==> src/hw/rtl/dpcr_pkg.sv <==
// ----------------------------------------------------------------------------
// dpcr_pkg
// Types and constants shared by the debounced pulse counter reporter.
// ----------------------------------------------------------------------------
package dpcr_pkg;

    localparam int unsigned DEBOUNCE_MS = 50;
    localparam int unsigned MS_PER_S    = 1000;

    localparam int unsigned CFG_IDX_W  = 3;
    localparam int unsigned CFG_DATA_W = 16;
    localparam int unsigned LIMIT_W    = 26;   // 65535 s * 1000 fits

    localparam logic [CFG_IDX_W-1:0] REG_CHANNEL_ENABLED    = 3'd0;
    localparam logic [CFG_IDX_W-1:0] REG_USE_EXTERNAL_COUNT = 3'd1;
    localparam logic [CFG_IDX_W-1:0] REG_PIN_ACTIVE_HIGH    = 3'd2;
    localparam logic [CFG_IDX_W-1:0] REG_DELTA_THRESHOLD    = 3'd3;
    localparam logic [CFG_IDX_W-1:0] REG_MIN_INTERVAL_S     = 3'd4;
    localparam logic [CFG_IDX_W-1:0] REG_MAX_INTERVAL_S     = 3'd5;
    localparam logic [CFG_IDX_W-1:0] REG_CHANNEL_ID         = 3'd6;

    localparam logic [15:0] WORD_DEFAULT    = 16'hFFFF;
    localparam logic [15:0] DFLT_DELTA      = 16'd1;
    localparam logic [15:0] DFLT_MIN_S      = 16'd10;
    localparam logic [15:0] DFLT_MAX_S      = 16'd600;
    localparam logic [7:0]  CHANNEL_ID_MASK = 8'hFF;

    typedef struct packed {
        logic [31:0] time_ms;
        logic        pin_level;
        logic [15:0] external_count;
        logic        link_busy;
    } poll_t;

    typedef struct packed {
        logic        report_valid;
        logic [7:0]  report_channel;
        logic [15:0] report_count;
        logic [15:0] current_count;
    } report_t;

    // Config as used by the datapath: defaults resolved, intervals in ms.
    typedef struct packed {
        logic               enabled;
        logic               use_ext;
        logic               active_high;
        logic               delta_en;
        logic [15:0]        delta_thr;
        logic [LIMIT_W-1:0] min_ms;     // zero means no minimum
        logic               max_en;
        logic [LIMIT_W-1:0] max_ms;
        logic [7:0]         channel_id;
    } cfg_t;

endpackage

==> src/hw/rtl/dpcr_cfg.sv <==
// ----------------------------------------------------------------------------
// dpcr_cfg
// Configuration registers; resolves default words and scales seconds to ms
// at write time so the poll path only compares.
// ----------------------------------------------------------------------------
module dpcr_cfg (
    input  logic                                clk,
    input  logic                                rst_n,
    input  logic                                cfg_we,
    input  logic [dpcr_pkg::CFG_IDX_W-1:0]      cfg_index,
    input  logic [dpcr_pkg::CFG_DATA_W-1:0]     cfg_data,
    output dpcr_pkg::cfg_t                      cfg
);

    dpcr_pkg::cfg_t cfg_reg;
    logic [15:0]    word_eff_min;
    logic [15:0]    word_eff_max;
    logic [15:0]    word_eff_delta;

    always_comb
    begin
        word_eff_delta = (cfg_data == dpcr_pkg::WORD_DEFAULT) ? dpcr_pkg::DFLT_DELTA : cfg_data;
        word_eff_min   = (cfg_data == dpcr_pkg::WORD_DEFAULT) ? dpcr_pkg::DFLT_MIN_S : cfg_data;
        word_eff_max   = (cfg_data == dpcr_pkg::WORD_DEFAULT) ? dpcr_pkg::DFLT_MAX_S : cfg_data;
    end

    always_ff @(posedge clk or negedge rst_n)
    begin
        if (!rst_n)
        begin
            cfg_reg.enabled     <= 1'b1;
            cfg_reg.use_ext     <= 1'b0;
            cfg_reg.active_high <= 1'b0;
            cfg_reg.delta_en    <= 1'b1;
            cfg_reg.delta_thr   <= dpcr_pkg::DFLT_DELTA;
            cfg_reg.min_ms      <= dpcr_pkg::LIMIT_W'(dpcr_pkg::DFLT_MIN_S)
                                   * dpcr_pkg::LIMIT_W'(dpcr_pkg::MS_PER_S);
            cfg_reg.max_en      <= 1'b1;
            cfg_reg.max_ms      <= dpcr_pkg::LIMIT_W'(dpcr_pkg::DFLT_MAX_S)
                                   * dpcr_pkg::LIMIT_W'(dpcr_pkg::MS_PER_S);
            cfg_reg.channel_id  <= '0;
        end
        else if (cfg_we)
        begin
            unique case (cfg_index)
                dpcr_pkg::REG_CHANNEL_ENABLED:    cfg_reg.enabled     <= cfg_data[0];
                dpcr_pkg::REG_USE_EXTERNAL_COUNT: cfg_reg.use_ext     <= cfg_data[0];
                dpcr_pkg::REG_PIN_ACTIVE_HIGH:    cfg_reg.active_high <= cfg_data[0];
                dpcr_pkg::REG_DELTA_THRESHOLD:
                begin
                    cfg_reg.delta_en  <= (word_eff_delta != 16'd0);
                    cfg_reg.delta_thr <= word_eff_delta;
                end
                dpcr_pkg::REG_MIN_INTERVAL_S:
                    cfg_reg.min_ms <= dpcr_pkg::LIMIT_W'(word_eff_min)
                                      * dpcr_pkg::LIMIT_W'(dpcr_pkg::MS_PER_S);
                dpcr_pkg::REG_MAX_INTERVAL_S:
                begin
                    cfg_reg.max_en <= (word_eff_max != 16'd0);
                    cfg_reg.max_ms <= dpcr_pkg::LIMIT_W'(word_eff_max)
                                      * dpcr_pkg::LIMIT_W'(dpcr_pkg::MS_PER_S);
                end
                dpcr_pkg::REG_CHANNEL_ID:
                    cfg_reg.channel_id <= cfg_data[7:0] & dpcr_pkg::CHANNEL_ID_MASK;
                default: ;
            endcase
        end
    end

    assign cfg = cfg_reg;

endmodule

==> src/hw/rtl/debounced_pulse_counter_reporter_top.sv <==
// Report beats are registered in the output register or skid entry. One poll
// per cycle while poll_stall is low; counter/debounce state updates in the
// accept cycle, and a two-entry output (register plus skid) decouples the stall.
// Poll stall rises only when both output entries are full.
// Reset (rst_n, async low) loads register defaults and clears counts and timers.
// ----------------------------------------------------------------------------
// debounced_pulse_counter_reporter_top
// Debounced pulse counter with threshold and interval driven reports.
// ----------------------------------------------------------------------------
module debounced_pulse_counter_reporter_top (
    input  logic                            clk,
    input  logic                            rst_n,
    input  logic                            cfg_we,
    input  logic [dpcr_pkg::CFG_IDX_W-1:0]  cfg_index,
    input  logic [dpcr_pkg::CFG_DATA_W-1:0] cfg_data,
    input  logic                            poll_valid,
    output logic                            poll_stall,
    input  dpcr_pkg::poll_t                 poll_data,
    output logic                            rpt_valid,
    input  logic                            rpt_stall,
    output dpcr_pkg::report_t               rpt_data
);

    dpcr_pkg::cfg_t    cfg;
    dpcr_pkg::report_t res;
    dpcr_pkg::report_t out_data_reg;
    dpcr_pkg::report_t skid_data_reg;
    logic              out_valid_reg;
    logic              skid_valid_reg;

    logic [15:0] pulse_count_reg,    pulse_count_next;
    logic [15:0] reported_count_reg, reported_count_next;
    logic [31:0] report_time_reg,    report_time_next;
    logic [31:0] press_start_reg,    press_start_next;
    logic        edge_armed_reg,     edge_armed_next;

    logic        accept;
    logic        out_take;
    logic [31:0] since;
    logic [31:0] held;
    logic [15:0] diff;
    logic        due;

    dpcr_cfg u_cfg (
        .clk       (clk),
        .rst_n     (rst_n),
        .cfg_we    (cfg_we),
        .cfg_index (cfg_index),
        .cfg_data  (cfg_data),
        .cfg       (cfg)
    );

    assign accept     = poll_valid && !poll_stall;
    assign out_take   = out_valid_reg && !rpt_stall;
    assign poll_stall = skid_valid_reg;

    always_comb
    begin
        pulse_count_next    = pulse_count_reg;
        reported_count_next = reported_count_reg;
        report_time_next    = report_time_reg;
        press_start_next    = press_start_reg;
        edge_armed_next     = edge_armed_reg;
        res                 = '0;
        held                = poll_data.time_ms - press_start_reg;
        since               = '0;
        diff                = '0;
        due                 = 1'b0;

        if (!cfg.enabled)
        begin
            pulse_count_next    = '0;
            reported_count_next = '0;
        end
        else
        begin
            if (cfg.use_ext)
                pulse_count_next = poll_data.external_count;
            else if (poll_data.pin_level == cfg.active_high)
            begin
                if (press_start_reg == 32'd0)
                begin
                    // zero marks "not pressed", so a press at time zero is kept as 1
                    press_start_next = (poll_data.time_ms == 32'd0) ? 32'd1 : poll_data.time_ms;
                    edge_armed_next  = 1'b1;
                end
                else if (held > 32'(dpcr_pkg::DEBOUNCE_MS) && edge_armed_reg)
                begin
                    edge_armed_next  = 1'b0;
                    pulse_count_next = pulse_count_reg + 16'd1;
                end
            end
            else
            begin
                edge_armed_next  = 1'b1;
                press_start_next = '0;
            end

            since = poll_data.time_ms - report_time_reg;
            diff  = pulse_count_next - reported_count_reg;
            due   = (since >= 32'(cfg.min_ms))
                    && ((cfg.max_en && since >= 32'(cfg.max_ms))
                        || (cfg.delta_en && diff >= cfg.delta_thr));

            if (due)
            begin
                res.report_valid   = 1'b1;
                res.report_channel = cfg.channel_id;
                res.report_count   = pulse_count_next;
                if (!poll_data.link_busy)
                begin
                    reported_count_next = pulse_count_next;
                    report_time_next    = poll_data.time_ms;
                end
            end
            res.current_count = pulse_count_next;
        end
    end

    always_ff @(posedge clk or negedge rst_n)
    begin
        if (!rst_n)
        begin
            pulse_count_reg    <= '0;
            reported_count_reg <= '0;
            report_time_reg    <= '0;
            press_start_reg    <= '0;
            edge_armed_reg     <= 1'b0;
        end
        else if (accept)
        begin
            pulse_count_reg    <= pulse_count_next;
            reported_count_reg <= reported_count_next;
            report_time_reg    <= report_time_next;
            press_start_reg    <= press_start_next;
            edge_armed_reg     <= edge_armed_next;
        end
    end

    // Output register with skid entry; skid full stalls the poll side.
    always_ff @(posedge clk or negedge rst_n)
    begin
        if (!rst_n)
        begin
            out_valid_reg  <= 1'b0;
            skid_valid_reg <= 1'b0;
        end
        else if (skid_valid_reg)
        begin
            if (out_take)
            begin
                skid_valid_reg <= 1'b0;
            end
        end
        else if (accept)
        begin
            if (out_valid_reg && !out_take)
                skid_valid_reg <= 1'b1;
            else
                out_valid_reg <= 1'b1;
        end
        else if (out_take)
        begin
            out_valid_reg <= 1'b0;
        end
    end

    always_ff @(posedge clk)
    begin
        if (skid_valid_reg)
        begin
            if (out_take)
                out_data_reg <= skid_data_reg;
        end
        else if (accept)
        begin
            if (out_valid_reg && !out_take)
                skid_data_reg <= res;
            else
                out_data_reg <= res;
        end
    end

    assign rpt_valid = out_valid_reg;
    assign rpt_data  = out_data_reg;

`ifndef NO_ASSERTIONS
    a_skid_implies_out: assert property (@(posedge clk) disable iff (!rst_n)
        skid_valid_reg |-> out_valid_reg)
        else $error("skid entry full while output register empty");

    a_skid_drain: assert property (@(posedge clk) disable iff (!rst_n)
        (skid_valid_reg && !rpt_stall) |=> (out_valid_reg && !skid_valid_reg))
        else $error("skid entry not moved to output after beat taken");

    a_disable_clears: assert property (@(posedge clk) disable iff (!rst_n)
        (accept && !cfg.enabled) |=> (pulse_count_reg == 16'd0 && reported_count_reg == 16'd0))
        else $error("disabled channel did not clear counts");

    a_no_report_zero: assert property (@(posedge clk) disable iff (!rst_n)
        (rpt_valid && !rpt_data.report_valid)
            |-> (rpt_data.report_count == 16'd0 && rpt_data.report_channel == 8'd0))
        else $error("report fields set on a beat without a report");
`endif

endmodule
==> config.mk <==
export PLATFORM = sky130hd
export DESIGN_NAME = debounced_pulse_counter_reporter_top
export DESIGN_NICKNAME = d
export VERILOG_FILES = /design/src/hw/rtl/dpcr_pkg.sv /design/src/hw/rtl/dpcr_cfg.sv /design/src/hw/rtl/debounced_pulse_counter_reporter_top.sv
export SDC_FILE = /design/constraint.sdc
export NUM_CORES = 1
export LEC_CHECK = 0
export BUFFER_PORTS_ARGS = -buffer_cell sky130_fd_sc_hd__buf_2
export CORE_ASPECT_RATIO = 0.75
export CORE_MARGIN = 1
export CORE_UTILIZATION = 35
export CTS_CLUSTER_DIAMETER = 30
export CTS_CLUSTER_SIZE = 28
export DETAILED_ROUTE_END_ITERATION = 8
export PLACE_DENSITY = 0.59
export SLEW_MARGIN = 20
export SYNTH_ARGS = -nofsm -noshare
export SYNTH_HDL_FRONTEND = slang
export SYNTH_SLANG_ARGS = --single-unit
==> constraint.sdc <==
create_clock -name clk -period 10.8 [get_ports clk]
set_input_delay 2.16 -clock clk [delete_from_list [all_inputs] [get_ports clk]]
set_output_delay 2.16 -clock clk [all_outputs]
set_load 0.005 [all_outputs]
Word level (Yosys, flattened, before mapping)

Cells that the tools add are included.

Bits in registers: 256
Latch bits: 0
Memory bits (writable): 0
ROM bits: 0
Bits of input ports: 74
Output and inout bits: 43
Logic and storage cells: 115
Memories: 0

$add $sub $neg: 4
Multipliers: 2
Div/mod/pow operators: 0
Magnitude comparators: 4
Equality and inequality tests: 15
Shifts and indexed selects: 0
Muxes and demuxes: 31
Bitwise logic cells: 3
Reductions and logical operators: 32

Operators by type and width:

| kind                    | number |
|---|---|
| $mux W41                | 5 |
| $mux W16                | 12 |
| $mux W32                | 3 |
| $ge A32 B26 Y1          | 2 |
| $logic_not A32 Y1       | 2 |
| $sub A32 B32 Y32        | 2 |
| $mul A16 B7 Y23 const B | 2 |
| $gt A32 B6 Y1 const B   | 1 |
| $reduce_bool A16 Y1     | 2 |
| $mux W25                | 1 |
| $add A16 B1 Y16 const B | 1 |
| $eq A16 B16 Y1 const B  | 1 |
| $ge A16 B16 Y1          | 1 |
| $sub A16 B16 Y16        | 1 |
| $reduce_and A2 Y1       | 7 |
| $reduce_and A3 Y1       | 4 |
| $reduce_and A4 Y1       | 3 |
| $mux W1                 | 10 |
| $eq A3 B3 Y1 const B    | 3 |
| $ne A2 B2 Y1 const B    | 4 |
| $logic_and A1 B1 Y1     | 7 |
| $eq A3 B2 Y1 const B    | 2 |
| $ne A2 B1 Y1 const B    | 2 |
| $reduce_bool A2 Y1      | 2 |
| other kinds (7)         | 11 |

Depth between registers and ports, before layout

Word-level depth: 18
Depth in mapped cells: 43
Mapped depth without buffers: 40

Cells and area by module

From an unflattened synthesis, not the netlist that was laid out.

Cells, all modules: 2624
Area, all modules: 22721.8 sq um

Modules (own cells, without submodules):

| module                               | times used | cells an instance | area each (sq um) | sequential area each (sq um) |
|---|---|---|---|---|
| debounced_pulse_counter_reporter_top | 1          | 1762              | 14774.2           | 4939.7 |
| dpcr_cfg                             | 1          | 862               | 7947.6            | 1898.1 |

Worst setup path before layout

Ideal clock, no wire load.

Kind: input to register
From: in poll_data[18] (netlist bit)
To: reg out_data_reg (netlist bit rpt_data[19]), data pin
Setup time: 257 ps
Data arrival time: 10136 ps
Slack: 407 ps
Stages on the path: 39
Path buffers: 3
Cell sequence: inv_1 ha_1 fa_1 and2b_1 o21ai_1 a31oi_1 o31ai_2 o31a_1 o221a_1 o21a_1 mux2_2 or4_1 buf_2 nand3_1 mux2i_1 and2_1 ha_1 nor2b_1 [3 not listed] a21boi_0 o21ai_0 a21boi_0 o21ai_0 a21boi_0 o21ai_0 nand2_1 o311ai_0 ha_1 a41oi_1 o21ai_0 a22o_1 o32a_1 nor3_1 a41oi_1 clkbuf_1 clkbuf_1 a32o_1

Cells in the longest elaborated chain, start to end: 18

RTL lines:

| item                   | line                                        | source |
|---|---|---|
| start: declaration     | debounced_pulse_counter_reporter_top.sv:18  | `input dpcr_pkg::poll_t poll_data,` |
| $sub A32 B32 Y32       | debounced_pulse_counter_reporter_top.sv:65  | `held = poll_data.time_ms - press_start_reg;` |
| $gt A32 B6 Y1          | debounced_pulse_counter_reporter_top.sv:87  | `else if (held > 32'(dpcr_pkg::DEBOUNCE_MS) && edge_armed_reg)` |
| $logic_and A1 B1 Y1    | debounced_pulse_counter_reporter_top.sv:87  |  |
| $mux W16               | debounced_pulse_counter_reporter_top.sv:87  |  |
| $mux W16               | debounced_pulse_counter_reporter_top.sv:81  | `if (press_start_reg == 32'd0)` |
| $mux W16               | debounced_pulse_counter_reporter_top.sv:79  | `else if (poll_data.pin_level == cfg.active_high)` |
| $mux W16               | debounced_pulse_counter_reporter_top.sv:77  | `if (cfg.use_ext)` |
| $mux W16               | debounced_pulse_counter_reporter_top.sv:70  | `if (!cfg.enabled)` |
| [2 not listed]         | n/a                                         |  |
| $logic_and A1 B1 Y1    | debounced_pulse_counter_reporter_top.sv:103 | `\|\| (cfg.delta_en && diff >= cfg.delta_thr));` |
| $logic_or A1 B1 Y1     | debounced_pulse_counter_reporter_top.sv:103 |  |
| $logic_and A1 B1 Y1    | debounced_pulse_counter_reporter_top.sv:102 | `&& ((cfg.max_en && since >= 32'(cfg.max_ms))` |
| $mux W25 (*)           | debounced_pulse_counter_reporter_top.sv:105 | `if (due)` |
| $mux W41 (*)           | debounced_pulse_counter_reporter_top.sv:70  |  |
| $mux W41 (*)           | debounced_pulse_counter_reporter_top.sv:177 | `if (out_valid_reg && !out_take)` |
| $mux W41 (*)           | debounced_pulse_counter_reporter_top.sv:175 | `else if (accept)` |
| $mux W41 (*)           | debounced_pulse_counter_reporter_top.sv:170 | `if (skid_valid_reg)` |
| end signal: assignment | debounced_pulse_counter_reporter_top.sv:173 | `out_data_reg <= skid_data_reg;` |
| end signal: assignment | debounced_pulse_counter_reporter_top.sv:180 | `out_data_reg <= res;` |
| end: declaration       | debounced_pulse_counter_reporter_top.sv:26  | `dpcr_pkg::report_t out_data_reg;` |

Every way passes the cells marked *; elsewhere a longest branch is shown, timed or not. The select of a mux whose other input is x is not followed.
A chain may end at the register's enable or synchronous reset.

==> impl_metrics.csv <==
group,metric,value,unit
setup_path,worstPathArrival,10.68,ns
drt,wl,64.2,mm
final_layout,layout-drive-gt1-share,0.173,
synth,syn_area,21500,um2
synth,synth_ff_type,"dfrtp_1",
final_layout,fillers,5862,
floorplanning,die_w,288,um
synth,synth-simple-area-share,0.163,
global_routing,grt_pass1_wl,103,mm
global_routing,first_global_vias,18617,
clock_tree,clk_pin_slew,0.05,ns
synth,ys_seq_area_frac,0.317,
synth,synth_top_family_by_area,"adder cells",
timing,relSlewSlack,0.305,
final_layout,final_cell_mix,"299 x inv_1, 288 x nand2_1, 235 x ha_1",
setup_path,crit_fanout,14,
final_layout,largest_reg_flops,75,
pwr,power_leakage,12.2,nW
synth,syn_avg_cell_area,9.00,um2
hold_path,hold_path.class,"reg -> reg",
setup_path,critPathCaptureType,"flip-flop",
timing,setup_viol,0,
timing,setup_tns,0,ns
timing,rsz0062_at_grt,"false",
drt,vias_per_cell,5.24,
synth,ys_ff_latch,256,
setup_path,cp.required,11.15,ns
drt,antenna_left,0,
floorplanning,die-area,62600,um2
timing,worst_pin_slew,1.04,ns
timing,period_share,0.957,
synth,synth_xor_area_frac,0.0313,
clock_tree,post_cts_buffers,0,
place,place_congestion,0.976,
clock_tree,clkSinkCount,256,
synth,async_flop_share,0.680,
drt,via_count,18376,
timing,final-hold-violation-count,0,
floorplanning,io_pins,117,
final_layout,syn2layout_area_growth,22.1,%
clock_tree,clock_latency,0.61,ns
clock_tree,ctsHoldBuffers,0,
timing,worst_slack,0.466,ns
setup_path,cpPeakStageDelay,0.54,ns
drt,wl_per_cell,18.3,um
setup_path,r2r_start,"press_start_reg[0]",
drt,first_pass_iters,9,
clock_tree,cts_tree,"done",
synth,ys_warn_count,0,
final_layout,final_nets,3062,
clock_tree,cts_made_buffers,57,
floorplanning,initial_core_util,0.355,
global_routing,grt_overflow,0,
synth,syn-num-nets,2800,
place,port-buffer-count,116,
synth,synth_compound_area_frac,0.180,
synth,synthMuxAreaShare,0.0158,
timing,finalMaxSlewViolations,0,
setup_path,setup.worst_path.start,"poll_data[18]",
setup_path,r2r_setup_slack,1.67,ns
clock_tree,cts_buffer_depth,3,
synth,synth_edf_count,82,
run,maxCapViolCount,0,
clock_tree,cts_max_level,2,
pwr,power.density,326,nW/um2
hold_path,min-delay-start,"u_cfg.cfg[1]",
floorplanning,coreArea,60600,um2
timing,layout_min_cycle_time,10.33,ns
timing,fmax,96.8,MHz
final_layout,layout_commonest_cell,"inv_1",
global_routing,antenna_found_initial,0,
global_routing,grt_start_max_net_pins,101,
setup_path,critPathSlowestCell,"or4_1",
synth,synth.largest_area_cell,"dfrtp_1",
outcome,violations,"DRC",
drt,first_iter_violations,1398,
synth,synthAdderAreaFrac,0.227,
synth,yosys.cell_types.count,90,
synth,synth_area_leaders,"dfrtp_1 18%, ha_1 14%, edfxtp_1 11%, fa_1 9.0%, inv_1 5.2%",
pwr,fin_total_pwr,8.57,mW
clock_tree,clockRootBuffer,"clkbuf_16",
place,dp_hpwl,51.2,mm
place,pre_cts_ws,-0.598,ns
floorplanning,die_h,217,um
timing,skew,0.0471,ns
synth,netlist_instances,2394,
setup_path,start_kind,"input pin",
drt,drc_errors,24,
setup_path,path_class,"in -> reg",
floorplanning,std_cell_rows,78,
global_routing,grtUsageTotal,0.209,
pwr,ir_drop,0.151,mV
synth,yosys.area.top_type_share,0.182,
outcome,status,"finished with violations",
[report_power, final]
part	total [mW]	internal, mW	switching, mW
logic	5.05	2.15	2.90
registers	1.65	1.43	0.222
clock network	1.87	1.26	0.610
total	8.57	4.84	3.73
[routing by layer]
| metal | up-vias | global-route usage | wire length (um) |
|---|---|---|---|
| met5 | - | 0 | 0 |
| met4 | 0 | 0.0451 | 1130 |
| met3 | 72 | 0.0408 | 4370 |
| met2 | 511 | 0.322 | 28200 |
| met1 | 8848 | 0.301 | 30600 |
| li1 | 8945 | - | - |
[what timing repair did]
item | in CTS | in global routing
setup endpoints to repair | 0 | 98
gates resized for setup | 0 | 27
hold endpoints to repair | 0 | 0
[critical path, delay by kind of cell]
family	cells	cell delay (ns)
compound gates	21	4.13
xor+xnor	2	0.42
fa+ha+maj	4	1.21
buf+inv	5	0.76
mux	2	0.57
simple gates	6	1.43
[final timing paths]
check,endpoint,cells past startpoint
setup / recovery,rpt_data[32],40
hold / removal,u_cfg.cfg[1],2
setup reg to reg,rpt_data[32],38
hold reg to reg,u_cfg.cfg[1],2
max in group asynchronous,u_cfg.cfg[40],2
min in group asynchronous,press_start_reg[25],1
[layout make-up]
class	count	area [um2]	share of cell area
antenna	2	5.00	0.000190
clock buffer	67	1530	0.0580
clock inverter	40	567	0.0216
inverter	302	1130	0.0431
multi-input combinational	1762	13400	0.509
sequential	256	6840	0.260
tap	800	1000	0.0381
timing repair buffer	277	1850	0.0703
[cells by family after synthesis]
| kind of cell | after synthesis |
|---|---|
| compound gates | 588 |
| xor+xnor | 76 |
| fa+ha+maj | 332 |
| buf+inv | 376 |
| flops | 256 |
| mux | 31 |
| simple gates | 735 |
[cell usage after synthesis, types with 27 or more instances]
master    number
inv_1        299
nand2_1      288
ha_1         235
o21ai_0      199
dfrtp_1      157
nor2_1       125
a21oi_1      104
fa_1          97
edfxtp_1      82
clkbuf_1      69
nor3_1        51
xnor2_1       44
nand3_1       42
and3_1        39
a21o_1        38
and2_1        35
nand2b_1      32
xor2_1        31
nor4_1        30
nor2b_1       27
[metrics by stage]
step | utilization | cell area (um2) | instances | hold slack (ns)
floorplan | - | 21500 | 2394 | 0.442
global placement | 0.398 | 24100 | 3397 | 0.462
detailed placement | 0.398 | 24100 | 3397 | 0.465
CTS | 0.433 | 26200 | 3504 | 0.476
global route | 0.434 | 26300 | 3504 | 0.491
finish | 0.434 | 26300 | 3506 | 0.470
No activity file was read; power rests on OpenSTA's default activity.
